<file path="src/rtl/efa_pkg.sv">
package efa_pkg;

	// configuration register indexes
	localparam logic [1:0] REG_FRAME_WIDTH     = 2'd0;
	localparam logic [1:0] REG_FRAME_HEIGHT    = 2'd1;
	localparam logic [1:0] REG_FADE_DISTANCE   = 2'd2;
	localparam logic [1:0] REG_FADE_RECIPROCAL = 2'd3;

	localparam int CFG_INDEX_W = 2;
	localparam int CFG_DATA_W  = 16;
	localparam int SIZE_W      = 13;
	localparam int FIX_W       = 16;
	localparam int FIELD_COORD_W = 12;

	// register reset values
	localparam logic [SIZE_W-1:0] FRAME_WIDTH_RST     = 13'd64;
	localparam logic [SIZE_W-1:0] FRAME_HEIGHT_RST    = 13'd64;
	localparam logic [FIX_W-1:0]  FADE_DISTANCE_RST   = 16'd2048;
	localparam logic [FIX_W-1:0]  FADE_RECIPROCAL_RST = 16'd8192;

	// 1.0 in q8.8, smallest fade band
	localparam logic [FIX_W-1:0] FADE_MIN = 16'd256;

	// 1.0 in q0.30
	localparam logic [63:0] ONE_Q30 = 64'd1 << 30;

	typedef struct packed {
		logic [7:0] alpha;
		logic [7:0] red;
		logic [7:0] green;
		logic [7:0] blue;
	} argb_t;

	// per-stage load enables of the pipeline
	typedef struct packed {
		logic s1;
		logic s2;
		logic s3;
		logic s4;
		logic s5;
		logic s6;
		logic s7;
	} stage_en_t;

	// term divided by the series index, literal divisors only
	function automatic logic [63:0] div_by_index(input logic [63:0] term, input int k);
		logic [63:0] r;
		case (k)
			1:  r = term / 1;
			2:  r = term / 2;
			3:  r = term / 3;
			4:  r = term / 4;
			5:  r = term / 5;
			6:  r = term / 6;
			7:  r = term / 7;
			8:  r = term / 8;
			9:  r = term / 9;
			10: r = term / 10;
			11: r = term / 11;
			12: r = term / 12;
			13: r = term / 13;
			14: r = term / 14;
			15: r = term / 15;
			16: r = term / 16;
			17: r = term / 17;
			18: r = term / 18;
			19: r = term / 19;
			20: r = term / 20;
			default: r = term;
		endcase
		return r;
	endfunction

	// exp(-r) in q0.30, taylor series truncated after the 20th power, elaboration only
	function automatic logic [63:0] exp_neg_q30(input logic [63:0] rq);
		logic [63:0] term;
		logic [63:0] pos;
		logic [63:0] neg;
		term = ONE_Q30;
		pos  = ONE_Q30;
		neg  = 64'd0;
		for (int k = 1; k <= 20; k++) begin
			term = div_by_index((term * rq) >> 30, k);
			if (k % 2 == 1) begin
				neg = neg + term;
			end else begin
				pos = pos + term;
			end
		end
		return (pos > neg) ? pos - neg : 64'd0;
	endfunction

endpackage

</file>
<file path="src/rtl/efa_dist.sv">
module efa_dist #(
	parameter int CW = 12
) (
	input  logic                          clk,
	input  efa_pkg::stage_en_t            en,
	input  logic [efa_pkg::SIZE_W-1:0]    frame_width,
	input  logic [efa_pkg::SIZE_W-1:0]    frame_height,
	input  logic [efa_pkg::FIX_W-1:0]     fade_distance,
	input  logic [efa_pkg::FIX_W-1:0]     fade_reciprocal,
	input  logic [CW-1:0]                 col,
	input  logic [CW-1:0]                 row,
	input  efa_pkg::argb_t                pix,
	output efa_pkg::argb_t                pix_s2,
	output logic                          pass_s2,
	output logic [CW+efa_pkg::FIX_W-1:0]  prod_s2
);

	localparam int CMP_W = 24;

	logic [CW-1:0]        dx_s1;
	logic [CW-1:0]        dy_s1;
	efa_pkg::argb_t       pix_s1;
	logic [CW-1:0]        d;
	logic [efa_pkg::FIX_W-1:0] fade_eff;
	logic [CMP_W-1:0]     d_shift;
	logic [CMP_W-1:0]     fade_ext;

	// distance to the nearer edge along one axis, zero outside the frame
	function automatic logic [CW-1:0] edge_dist(input logic [CW-1:0] p,
			input logic [efa_pkg::SIZE_W-1:0] size);
		logic [efa_pkg::SIZE_W-1:0] p_ext;
		logic [efa_pkg::SIZE_W-1:0] other;
		logic [CW-1:0] r;
		p_ext = {{(efa_pkg::SIZE_W-CW){1'b0}}, p};
		other = size - efa_pkg::SIZE_W'(1) - p_ext;
		if (p_ext >= size) begin
			r = '0;
		end else if (p_ext < other) begin
			r = p;
		end else begin
			r = other[CW-1:0];
		end
		return r;
	endfunction

	// stage 1: per-axis edge distance
	always_ff @(posedge clk) begin
		if (en.s1) begin
			dx_s1  <= edge_dist(col, frame_width);
			dy_s1  <= edge_dist(row, frame_height);
			pix_s1 <= pix;
		end
	end

	// nearer edge, fade band test
	always_comb begin
		d        = (dx_s1 < dy_s1) ? dx_s1 : dy_s1;
		fade_eff = (fade_distance < efa_pkg::FADE_MIN) ? efa_pkg::FADE_MIN : fade_distance;
		d_shift  = {{(CMP_W-CW-8){1'b0}}, d, 8'h00};
		fade_ext = {{(CMP_W-efa_pkg::FIX_W){1'b0}}, fade_eff};
	end

	// stage 2: band flag and d times reciprocal
	always_ff @(posedge clk) begin
		if (en.s2) begin
			pix_s2  <= pix_s1;
			pass_s2 <= (d_shift >= fade_ext);
			prod_s2 <= {{efa_pkg::FIX_W{1'b0}}, d} * {{CW{1'b0}}, fade_reciprocal};
		end
	end

endmodule

</file>
<file path="src/rtl/efa_index.sv">
module efa_index #(
	parameter int CW = 12,
	parameter int EXP_TABLE_DEPTH = 256,
	parameter int IW = 8
) (
	input  logic                          clk,
	input  efa_pkg::stage_en_t            en,
	input  efa_pkg::argb_t                pix_s2,
	input  logic                          pass_s2,
	input  logic [CW+efa_pkg::FIX_W-1:0]  prod_s2,
	output efa_pkg::argb_t                pix_s4,
	output logic                          pass_s4,
	output logic [IW-1:0]                 idx_s4
);

	localparam int SQ_W    = 2 * efa_pkg::FIX_W;
	localparam int SCALE_W = SQ_W + IW;

	logic [efa_pkg::FIX_W-1:0] q;
	logic [SQ_W-1:0]           sq_s3;
	efa_pkg::argb_t            pix_s3;
	logic                      pass_s3;
	logic [SCALE_W-1:0]        scaled;

	// q0.16 ratio, saturated
	assign q = (|prod_s2[CW+efa_pkg::FIX_W-1:efa_pkg::FIX_W]) ? '1
		: prod_s2[efa_pkg::FIX_W-1:0];

	// stage 3: square of the ratio
	always_ff @(posedge clk) begin
		if (en.s3) begin
			sq_s3   <= {{efa_pkg::FIX_W{1'b0}}, q} * {{efa_pkg::FIX_W{1'b0}}, q};
			pix_s3  <= pix_s2;
			pass_s3 <= pass_s2;
		end
	end

	// table position, product with the depth keeps its high bits
	assign scaled = SCALE_W'(sq_s3) * SCALE_W'(EXP_TABLE_DEPTH);

	// stage 4: table index
	always_ff @(posedge clk) begin
		if (en.s4) begin
			idx_s4  <= scaled[SQ_W +: IW];
			pix_s4  <= pix_s3;
			pass_s4 <= pass_s3;
		end
	end

endmodule

</file>
<file path="src/rtl/efa_fall.sv">
module efa_fall #(
	parameter int EXP_TABLE_DEPTH = 256,
	parameter int IW = 8
) (
	input  logic               clk,
	input  efa_pkg::stage_en_t en,
	input  efa_pkg::argb_t     pix_s4,
	input  logic               pass_s4,
	input  logic [IW-1:0]      idx_s4,
	output efa_pkg::argb_t     pix_s6,
	output logic               pass_s6,
	output logic [8:0]         k1_s6
);

	typedef logic [15:0] rom_t [EXP_TABLE_DEPTH];

	// falloff table, 1 - exp(-t) in q0.16 over t in [0, 9)
	function automatic rom_t build_rom();
		rom_t r;
		logic [63:0] e1;
		logic [63:0] m;
		logic [63:0] n;
		logic [63:0] fr;
		logic [63:0] e;
		logic [63:0] f16;
		e1 = efa_pkg::exp_neg_q30(efa_pkg::ONE_Q30);
		for (int i = 0; i < EXP_TABLE_DEPTH; i++) begin
			m  = 64'd9 * 64'(i);
			n  = m / EXP_TABLE_DEPTH;
			fr = m % EXP_TABLE_DEPTH;
			e  = efa_pkg::exp_neg_q30((fr << 30) / EXP_TABLE_DEPTH);
			while (n > 64'd0) begin
				e = (e * e1) >> 30;
				n = n - 64'd1;
			end
			if (e > efa_pkg::ONE_Q30) begin
				e = efa_pkg::ONE_Q30;
			end
			f16 = (efa_pkg::ONE_Q30 - e + 64'd8192) >> 14;
			if (f16 > 64'd65535) begin
				f16 = 64'd65535;
			end
			r[i] = f16[15:0];
		end
		return r;
	endfunction

	localparam rom_t FALL_ROM = build_rom();

	logic [15:0]    entry_s5;
	efa_pkg::argb_t pix_s5;
	logic           pass_s5;
	logic [23:0]    k_sum;

	// stage 5: table read
	always_ff @(posedge clk) begin
		if (en.s5) begin
			entry_s5 <= FALL_ROM[idx_s4];
			pix_s5   <= pix_s4;
			pass_s5  <= pass_s4;
		end
	end

	// round to 8 bits
	assign k_sum = {8'h00, entry_s5} * 24'd255 + 24'd32768;

	// stage 6: scale factor k + 1
	always_ff @(posedge clk) begin
		if (en.s6) begin
			k1_s6   <= {1'b0, k_sum[23:16]} + 9'd1;
			pix_s6  <= pix_s5;
			pass_s6 <= pass_s5;
		end
	end

endmodule

</file>
<file path="src/rtl/efa_scale.sv">
module efa_scale (
	input  logic               clk,
	input  efa_pkg::stage_en_t en,
	input  efa_pkg::argb_t     pix_s6,
	input  logic               pass_s6,
	input  logic [8:0]         k1_s6,
	output efa_pkg::argb_t     pix_s7
);

	efa_pkg::argb_t scaled;

	// (c * (k + 1)) >> 8
	function automatic logic [7:0] scale_ch(input logic [7:0] c, input logic [8:0] k1);
		logic [16:0] p;
		p = {9'd0, c} * {8'd0, k1};
		return p[15:8];
	endfunction

	always_comb begin
		scaled.alpha = scale_ch(pix_s6.alpha, k1_s6);
		scaled.red   = scale_ch(pix_s6.red, k1_s6);
		scaled.green = scale_ch(pix_s6.green, k1_s6);
		scaled.blue  = scale_ch(pix_s6.blue, k1_s6);
	end

	// stage 7: output register
	always_ff @(posedge clk) begin
		if (en.s7) begin
			pix_s7 <= pass_s6 ? pix_s6 : scaled;
		end
	end

endmodule

</file>
<file path="src/rtl/edge_feather_alpha.sv">
// edge_feather_alpha: fades the border of a premultiplied argb frame.
// input channel s_*: one pixel per word, its column, row and four channels.
// output channel m_*: the four scaled channels, one word for every input word,
// in input order.
// pixels at or beyond the fade distance from every edge pass unchanged; pixels
// outside the frame come out as zero.
// config: cfg_we writes cfg_data into the register at cfg_index (0 width,
// 1 height, 2 fade distance q8.8, 3 its reciprocal q0.16); write only while
// no word is in flight.
// path: stage 1 loads at the input accept edge, m_tvalid marks a full stage 7.
// throughput: one word per clock while m_tready is high, set by the
// seven-stage pipeline (edge distance, ratio product, square, table index,
// falloff table read, rounding, channel scaling).
// stalls: each stage loads when it is empty or the stage after it moves, so
// bubbles close up and s_tready drops only when all stages hold words.
// reset: empties the pipeline and restores the register defaults (64 x 64
// frame, fade 8.0, reciprocal 1/8).
module edge_feather_alpha #(
	parameter int COORD_BITS = 12,
	parameter int EXP_TABLE_DEPTH = 256
) (
	input  logic        clk,
	input  logic        arst_n,
	input  logic        s_tvalid,
	output logic        s_tready,
	input  logic [55:0] s_tdata,   // pixel_col, pixel_row, in_alpha, in_red, in_green, in_blue
	output logic        m_tvalid,
	input  logic        m_tready,
	output logic [31:0] m_tdata,   // out_alpha, out_red, out_green, out_blue
	input  logic        cfg_we,
	input  logic [efa_pkg::CFG_INDEX_W-1:0] cfg_index,
	input  logic [efa_pkg::CFG_DATA_W-1:0]  cfg_data
);

	localparam int CW = (COORD_BITS < efa_pkg::FIELD_COORD_W) ? COORD_BITS
		: efa_pkg::FIELD_COORD_W;
	localparam int IW = $clog2(EXP_TABLE_DEPTH);

	logic [efa_pkg::SIZE_W-1:0] frame_width_q;
	logic [efa_pkg::SIZE_W-1:0] frame_height_q;
	logic [efa_pkg::FIX_W-1:0]  fade_distance_q;
	logic [efa_pkg::FIX_W-1:0]  fade_reciprocal_q;

	efa_pkg::stage_en_t en;
	logic valid_s1, valid_s2, valid_s3, valid_s4, valid_s5, valid_s6, valid_s7;

	efa_pkg::argb_t pix_in;
	efa_pkg::argb_t pix_s2, pix_s4, pix_s6, pix_s7;
	logic           pass_s2, pass_s4, pass_s6;
	logic [CW+efa_pkg::FIX_W-1:0] prod_s2;
	logic [IW-1:0]  idx_s4;
	logic [8:0]     k1_s6;

	// configuration registers
	always_ff @(posedge clk or negedge arst_n) begin
		if (!arst_n) begin
			frame_width_q     <= efa_pkg::FRAME_WIDTH_RST;
			frame_height_q    <= efa_pkg::FRAME_HEIGHT_RST;
			fade_distance_q   <= efa_pkg::FADE_DISTANCE_RST;
			fade_reciprocal_q <= efa_pkg::FADE_RECIPROCAL_RST;
		end else if (cfg_we) begin
			case (cfg_index)
				efa_pkg::REG_FRAME_WIDTH:     frame_width_q <= cfg_data[efa_pkg::SIZE_W-1:0];
				efa_pkg::REG_FRAME_HEIGHT:    frame_height_q <= cfg_data[efa_pkg::SIZE_W-1:0];
				efa_pkg::REG_FADE_DISTANCE:   fade_distance_q <= cfg_data;
				efa_pkg::REG_FADE_RECIPROCAL: fade_reciprocal_q <= cfg_data;
				default: ;
			endcase
		end
	end

	// stage enables, a stage moves when empty or when the next one moves
	always_comb begin
		en.s7 = !valid_s7 || m_tready;
		en.s6 = !valid_s6 || en.s7;
		en.s5 = !valid_s5 || en.s6;
		en.s4 = !valid_s4 || en.s5;
		en.s3 = !valid_s3 || en.s4;
		en.s2 = !valid_s2 || en.s3;
		en.s1 = !valid_s1 || en.s2;
	end

	assign s_tready = en.s1;

	// valid bits travel with the words
	always_ff @(posedge clk or negedge arst_n) begin
		if (!arst_n) begin
			valid_s1 <= 1'b0;
			valid_s2 <= 1'b0;
			valid_s3 <= 1'b0;
			valid_s4 <= 1'b0;
			valid_s5 <= 1'b0;
			valid_s6 <= 1'b0;
			valid_s7 <= 1'b0;
		end else begin
			if (en.s1) valid_s1 <= s_tvalid;
			if (en.s2) valid_s2 <= valid_s1;
			if (en.s3) valid_s3 <= valid_s2;
			if (en.s4) valid_s4 <= valid_s3;
			if (en.s5) valid_s5 <= valid_s4;
			if (en.s6) valid_s6 <= valid_s5;
			if (en.s7) valid_s7 <= valid_s6;
		end
	end

	// unpack input channels
	always_comb begin
		pix_in.alpha = s_tdata[31:24];
		pix_in.red   = s_tdata[39:32];
		pix_in.green = s_tdata[47:40];
		pix_in.blue  = s_tdata[55:48];
	end

	efa_dist #(
		.CW (CW)
	) u_dist (
		.clk             (clk),
		.en              (en),
		.frame_width     (frame_width_q),
		.frame_height    (frame_height_q),
		.fade_distance   (fade_distance_q),
		.fade_reciprocal (fade_reciprocal_q),
		.col             (s_tdata[CW-1:0]),
		.row             (s_tdata[efa_pkg::FIELD_COORD_W +: CW]),
		.pix             (pix_in),
		.pix_s2          (pix_s2),
		.pass_s2         (pass_s2),
		.prod_s2         (prod_s2)
	);

	efa_index #(
		.CW              (CW),
		.EXP_TABLE_DEPTH (EXP_TABLE_DEPTH),
		.IW              (IW)
	) u_index (
		.clk     (clk),
		.en      (en),
		.pix_s2  (pix_s2),
		.pass_s2 (pass_s2),
		.prod_s2 (prod_s2),
		.pix_s4  (pix_s4),
		.pass_s4 (pass_s4),
		.idx_s4  (idx_s4)
	);

	efa_fall #(
		.EXP_TABLE_DEPTH (EXP_TABLE_DEPTH),
		.IW              (IW)
	) u_fall (
		.clk     (clk),
		.en      (en),
		.pix_s4  (pix_s4),
		.pass_s4 (pass_s4),
		.idx_s4  (idx_s4),
		.pix_s6  (pix_s6),
		.pass_s6 (pass_s6),
		.k1_s6   (k1_s6)
	);

	efa_scale u_scale (
		.clk     (clk),
		.en      (en),
		.pix_s6  (pix_s6),
		.pass_s6 (pass_s6),
		.k1_s6   (k1_s6),
		.pix_s7  (pix_s7)
	);

	// output word
	assign m_tvalid = valid_s7;
	assign m_tdata  = {pix_s7.blue, pix_s7.green, pix_s7.red, pix_s7.alpha};

	// a ready receiver keeps the whole pipeline moving
	assert property (@(posedge clk) disable iff (!arst_n) m_tready |-> s_tready)
		else $error("input stalled while output side is ready");

	// an accepted input with no output taken adds exactly one word in flight
	assert property (@(posedge clk) disable iff (!arst_n)
		(s_tvalid && s_tready && !(m_tvalid && m_tready)) |=>
		($countones({valid_s1, valid_s2, valid_s3, valid_s4, valid_s5, valid_s6,
			valid_s7}) == $past($countones({valid_s1, valid_s2, valid_s3, valid_s4,
			valid_s5, valid_s6, valid_s7})) + 1))
		else $error("pipeline occupancy lost or duplicated a word");

	// a full stalled pipeline keeps its output word
	assert property (@(posedge clk) disable iff (!arst_n)
		(m_tvalid && !m_tready && !s_tready) |=> (m_tvalid && $stable(m_tdata)))
		else $error("stalled output word changed");

endmodule

</file>
<file path="config.mk">
export PLATFORM = sky130hd
export DESIGN_NAME = edge_feather_alpha
export DESIGN_NICKNAME = d
export VERILOG_FILES = /design/src/rtl/efa_pkg.sv /design/src/rtl/efa_dist.sv /design/src/rtl/efa_index.sv /design/src/rtl/efa_fall.sv /design/src/rtl/efa_scale.sv /design/src/rtl/edge_feather_alpha.sv
export SDC_FILE = /design/constraint.sdc
export NUM_CORES = 2
export LEC_CHECK = 0
export BUFFER_PORTS_ARGS = -buffer_cell sky130_fd_sc_hd__buf_4
export CORE_MARGIN = 2
export CORE_UTILIZATION = 54
export DETAILED_ROUTE_END_ITERATION = 16
export PLACE_DENSITY = 0.7
export SETUP_SLACK_MARGIN = 0.4
export SYNTH_ARGS = -nofsm -noshare
export SYNTH_HDL_FRONTEND = slang
export SYNTH_SLANG_ARGS = --single-unit
</file>
<file path="constraint.sdc">
create_clock -name clk -period 10 [get_ports clk]
set_input_delay 2 -clock clk [delete_from_list [all_inputs] [get_ports clk]]
set_output_delay 2 -clock clk [all_outputs]
set_load 0.01 [all_outputs]
</file>
* Word-level counts from Yosys, hierarchy flattened
Memories as Yosys holds them, arrays and structs flattened. A register that Yosys moved wholly into a read port is not among the register bits.
Index checks and enable logic that the tools add are counted.
** Operators by class
- Add/sub/neg operators :: 6
- Multiply operators :: 7
- Divide/modulo/power cells :: 0
- Magnitude comparators :: 7
- Equality and inequality tests :: 3
- Shift-type cells :: 0
- Multiplexer cells :: 6
- Bitwise operators :: 1
- Reductions and logical operators :: 20
** Operator list (count)
- multiplier 8 x 9 -> 16 bit :: 4
- 2-to-1 mux 12 bit :: 3
- multiplier 16 x 16 -> 32 bit :: 1
- 2-to-1 mux 16 bit :: 2
- 2-to-1 mux 32 bit :: 1
- multiplier 12 x 16 -> 28 bit :: 1
- greater-or-equal comparator 12 x 13 -> 1 bit :: 2
- < comparator 12 x 13 -> 1 bit :: 2
- subtractor 13 x 1 -> 13 bit (second input constant) :: 2
- subtractor 13 x 12 -> 13 bit :: 2
- adder 24 x 16 -> 24 bit (second input constant) :: 1
- multiplier 16 x 8 -> 24 bit (second input constant) :: 1
- greater-or-equal comparator 20 x 16 -> 1 bit :: 1
- < comparator 16 x 9 -> 1 bit (second input constant) :: 1
- < comparator 12 bit :: 1
- OR reduction 12 bit :: 1
- adder 8 x 1 -> 9 bit (second input constant) :: 1
- inverter 8 -> 9 bit :: 1
- AND reduction 2 bit :: 4
- logical NOT 1 bit :: 7
- logical OR 1 bit :: 7
- == test 2 bit (second input constant) :: 2
- == test 2 x 1 -> 1 bit (second input constant) :: 1
- logical NOT 2 bit :: 1
** Storage, ports and cells
- Flip-flop bits (word level) :: 395
- Latch bits :: 0
- Bits in writable memories :: 0
- Memory bits (read-only) :: 4096
- Bits of input ports :: 79
- Output and inout port bits :: 34
- Logic and storage cells :: 101
- Memories kept :: 1
** Memory list
- (name not given) :: depth 256, width 16, read ports 1, clocked after memory_dff 1, write ports 0, RTL line efa_fall.sv:58 : entry_s5 <= FALL_ROM[idx_s4];

* Depth between registers and ports, before layout
- Depth in word-level cells :: 8
- Depth in mapped cells :: 32
- Mapped depth without buffers :: 30

* By module
A second synthesis with hierarchy kept.
** Unflattened totals
- Cell total of the unflattened synthesis :: 4494
- Area total of the unflattened synthesis :: 44171.1 um2
** Modules (own cells, without submodules)
- efa_dist :: times used 1, cells an instance 1316, area each 13018.7 um2, sequential area each 3513.4 um2
- efa_scale :: times used 1, cells an instance 1133, area each 10000.8 um2, sequential area each 960.9 um2
- efa_index :: times used 1, cells an instance 858, area each 9372.7 um2, sequential area each 2462.4 um2
- efa_fall :: times used 1, cells an instance 1038, area each 9315.2 um2, sequential area each 2732.6 um2
- edge_feather_alpha :: times used 1, cells an instance 149, area each 2463.6 um2, sequential area each 1631.6 um2

* Worst setup path before layout
Ideal clock, no wire load.
- Path type :: input to output
- From :: input port m_tready
- To :: output port s_tready
- Data arrival time :: 5.749 ns
- Data required time :: 8.000 ns
- Slack :: 2.251 ns
- Cell stages on the path :: 4
- Path buffers :: 0
- Cell sequence :: nor2b_1 nand3_1 nor2_1 nand4_1
** RTL lines
- start: declaration :: RTL line edge_feather_alpha.sv:28 : input logic m_tready,
- end: declaration :: RTL line edge_feather_alpha.sv:25 : output logic s_tready,

* Worst setup path after layout
- From :: register u_dist.prod_s2[26] (netlist name)
- To :: register u_index.sq_s3[30] (data pin)
** Between the ends
- Cells in the longest elaborated chain, start to end :: 3
** Ends and longest elaborated chain
- start: declaration :: RTL line efa_dist.sv:15 : output logic [CW+efa_pkg::FIX_W-1:0] prod_s2
- start signal: assignment :: RTL line efa_dist.sv:68 : prod_s2 <= {{efa_pkg::FIX_W{1'b0}}, d} * {{CW{1'b0}}, fade_reciprocal};
- OR reduction 12 bit :: RTL line efa_index.sv:26 : assign q = (|prod_s2[CW+efa_pkg::FIX_W-1:efa_pkg::FIX_W]) ? '1
- 2-to-1 mux 16 bit :: RTL line efa_index.sv:26
- multiplier 16 x 16 -> 32 bit :: RTL line efa_index.sv:32 : sq_s3 <= {{efa_pkg::FIX_W{1'b0}}, q} * {{efa_pkg::FIX_W{1'b0}}, q};
- end signal: assignment :: RTL line efa_index.sv:32
- end: declaration :: RTL line efa_index.sv:20 : logic [SQ_W-1:0] sq_s3;
No other way between the ends.
A chain may end at the register's enable or synchronous reset.

==> run_results.csv <==
group,metric,value,unit
run_status,status,"finished, final reports clean",
yosys,yosysSeqAreaShare,26.4,%
place,gp_congestion,0.968,
routing,wl_per_cell,18.7,um
clocking,cts_tree,"yes",
floorplan,rows,103,
setup_path,cp_common_cell,"inv_1",
finish,seqCellArea,0.0113,mm2
setup_path,path_depth,28,
finish,final_nets,5405,
grt,grt_pass1_vias,31600,
clocking,cts_hold_buf,0,
clocking,htree_num_levels,2,
timing,worst_slew_pin_slew,1.11,ns
setup_path,startpoint,"u_dist.prod_s2[26]",
floorplan,start_util,54.5,%
finish,insertedDiodeCount,0,
clocking,cts_sinks,387,
grt,track_usage,25.7,%
clocking,cts-root-buf,"clkbuf_16",
grt,grt_pass1_wl,168,mm
routing,drc_errors,0,
yosys,async_flop_share,16.8,%
floorplan,core-area,0.0787,mm2
clocking,cts_buffers,46,
yosys,synth_ff_type,"edfxtp_1",
worst_hold_path,min_path_cells,0,
yosys,synth_top_cell_by_area,"fa_1",
setup_path,worstReg2RegEnd,"u_index.sq_s3[30]",
finish,nFillCells,6659,
routing,first_iter_violations,2431,
clocking,clock_latency,0.61,ns
timing,finalCritPeriodShare,81.2,%
finish,area.growth.synth_to_final,7.57,%
timing,maxSlewHeadroom,23.7,%
routing,wirelength,102,mm
clocking,path_clk_slew,0.07,ns
grt,grt_max_degree,144,
clocking,clockBufferDepth,3,
routing,postRouteAntennaNets,0,
setup_path,startpoint_type,"flop",
routing,vias,30300,
finish,multi_input_area,0.0278,mm2
yosys,synth_area_leaders,"fa_1 25%, edfxtp_1 23%, ha_1 13%",
yosys,synth_nets,5414,
floorplan,dieArea,0.0817,mm2
setup_path,endpoint_kind,"flop",
timing,setup_violations,0,
timing,tns,0,ns
setup_path,critPathBufInv,9,
yosys,yosys_warnings,0,
yosys,synth_top_area_share,24.9,%
worst_hold_path,hold_class,"flop to flop",
setup_path,crit_path_end,"u_index.sq_s3[30]",
setup_path,r2r_start,"u_dist.prod_s2[26]",
timing,skew,0.0776,ns
yosys,synth_seq_cells,387,
finish,drive_above_1_share,7.39,%
timing,maxSlewViolCount,0,
timing,finalCriticalPeriod,8.12,ns
setup_path,cpMaxStageDelayCell,"nand3_2",
yosys,synthCells,4346,
floorplan,ios,113,
timing,rsz0062_at_grt,"false",
routing,vias_per_cell,5.59,
clocking,cts_resized,0,
grt,antenna_found_initial,3,
yosys,synth_edf_count,322,
grt,overflow,0,
yosys,mappedNetlistArea,0.0429,mm2
setup_path,critPathKind,"flop to flop",
yosys,ys_types,73,
place,hpwl,76.3,mm
setup_path,cp_max_fo,32,
setup_path,cp.required,10.35,ns
yosys,avgSynthCellArea,9.87,um2
job,max_cap_violations,0,
setup_path,cp.arrival,8.47,ns
setup_path,rr_worst_depth,28,
routing,dr.pass1.iters,7,
setup_path,critPathTopFamily,"adder cells",
floorplan,die_x,286,um
timing,fmax,123,MHz
clocking,cts_setup_buffers,0,
place,portBuffers,112,
floorplan,die-height,286,um
timing,hold_viol_final,0,
setup_path,slowest_delay,0.60,ns
setup_path,r2r_slack,1.88,ns
[kinds of logic after synthesis]
kind of cell	synth area share [%]
XOR/XNOR	2.17
AO/OA/AOI/OAI	10.2
adder cells (fa/ha/maj)	38.2
multiplexers	2.17
flip-flops	26.4
buffers and inverters	9.01
AND/OR/NAND/NOR	11.9
[metal layers]
layer | vias up | GRT usage (%) | wire length (um) | part of all wire (%)
met5 | - | 0 | 0 | 0
met4 | 0 | 9.31 | 3560 | 3.5
met3 | 230 | 3.25 | 6350 | 6.3
met2 | 1008 | 42.7 | 48400 | 48
met1 | 15000 | 35.0 | 43300 | 43
li1 | 14100 | - | - | -
[sequential cells by signal (all words and copies together), names as in the netlist, 8 cells and up]
name and cells:
u_index.idx_s4 8, u_index.sq_s3 8, u_fall.entry_s5 16, fade_distance_q 16
u_index.pix_s3 32, u_dist.dy_s1 12, u_dist.pix_s2 32, frame_height_q 13
u_scale.pix_s7 32, u_dist.dx_s1 12, u_fall.k1_s6 9, u_fall.pix_s6 32
fade_reciprocal_q 16, u_fall.pix_s5 32, frame_width_q 13, u_dist.pix_s1 32
u_index.pix_s4 32, u_dist.prod_s2 28
[cells in the mapped netlist (all sizes together), types with 19 or more instances]
master / instances
nand2b: 26
edfxtp: 322
a211oi: 44
mux2i: 22
nor2: 185
nand3: 37
a21o: 64
o311ai: 19
dfrtp: 61
o21ai: 160
buf: 37
fa: 534
and2: 200
xor2: 36
nand2: 474
o21a: 33
inv: 812
clkbuf: 172
nor3: 37
xnor2: 70
a31oi: 24
nor2b: 47
ha: 455
mux2: 51
a21oi: 179
[worst min path at each step]
stage	startpoint	slack, ns	to
2_1_floorplan	u_dist.pix_s1[0]	0.40	u_dist.pix_s2[0]
3_3_place_gp	u_fall.pix_s5[5]	0.40	u_fall.pix_s6[5]
3_5_place_dp	u_dist.pix_s1[14]	0.40	u_dist.pix_s2[14]
4_1_cts	u_index.sq_s3[24]	0.35	u_index.idx_s4[0]
5_1_grt	u_index.sq_s3[24]	0.37	u_index.idx_s4[0]
6_report	u_index.sq_s3[24]	0.34	u_index.idx_s4[0]
[layout by cell type (no fill, tap or decap), drive strengths merged, types with 17 or more instances in the layout]
cell | Yosys | layout
and2 | 200 | 200
mux2i | 22 | 22
a31oi | 24 | 24
nor2 | 185 | 185
inv | 812 | 820
clkbuf | 172 | 54
mux2 | 51 | 51
ha | 455 | 455
nor3 | 37 | 37
a211oi | 44 | 44
nor2b | 47 | 47
nand2 | 474 | 474
buf | 37 | 152
o21ai | 160 | 160
o31ai | 17 | 17
nand2b | 26 | 26
xnor2 | 70 | 70
o311ai | 19 | 19
edfxtp | 322 | 322
xor2 | 36 | 36
o21a | 33 | 33
nand3 | 37 | 37
fa | 534 | 534
a21o | 64 | 64
a21oi | 179 | 179
dfrtp | 61 | 61
[metrics by stage]
| step | std cells | cell area (um2) | util, % | setup WS (ns) | hold WS, ns |
|---|---|---|---|---|---|
| final | 5422 | 46100 | 58.6 | 1.88 | 0.338 |
| after global routing | 5422 | 46100 | 58.6 | 1.50 | 0.365 |
| after CTS | 5422 | 46100 | 58.6 | 1.92 | 0.345 |
| after detailed placement | 5339 | 44600 | 56.6 | 1.92 | 0.405 |
| after global placement | 5339 | 44600 | 56.6 | 2.13 | 0.400 |
| after floorplan | 4346 | 42900 | - | 2.25 | 0.400 |
[area by class of cell]
| class | instances | share of cell area, % |
|---|---|---|
| clock buffer | 54 | 2.60 |
| clock inverter | 29 | 0.754 |
| multi-input combinational | 2937 | 60.2 |
| tap | 1050 | 2.85 |
| sequential | 387 | 24.5 |
| inverter | 813 | 6.62 |
| timing repair buffer | 152 | 2.50 |
Power is left out: the tool's default activity adds up to more than one toggle a clock period on the data nets, which glitch-free logic cannot reach.
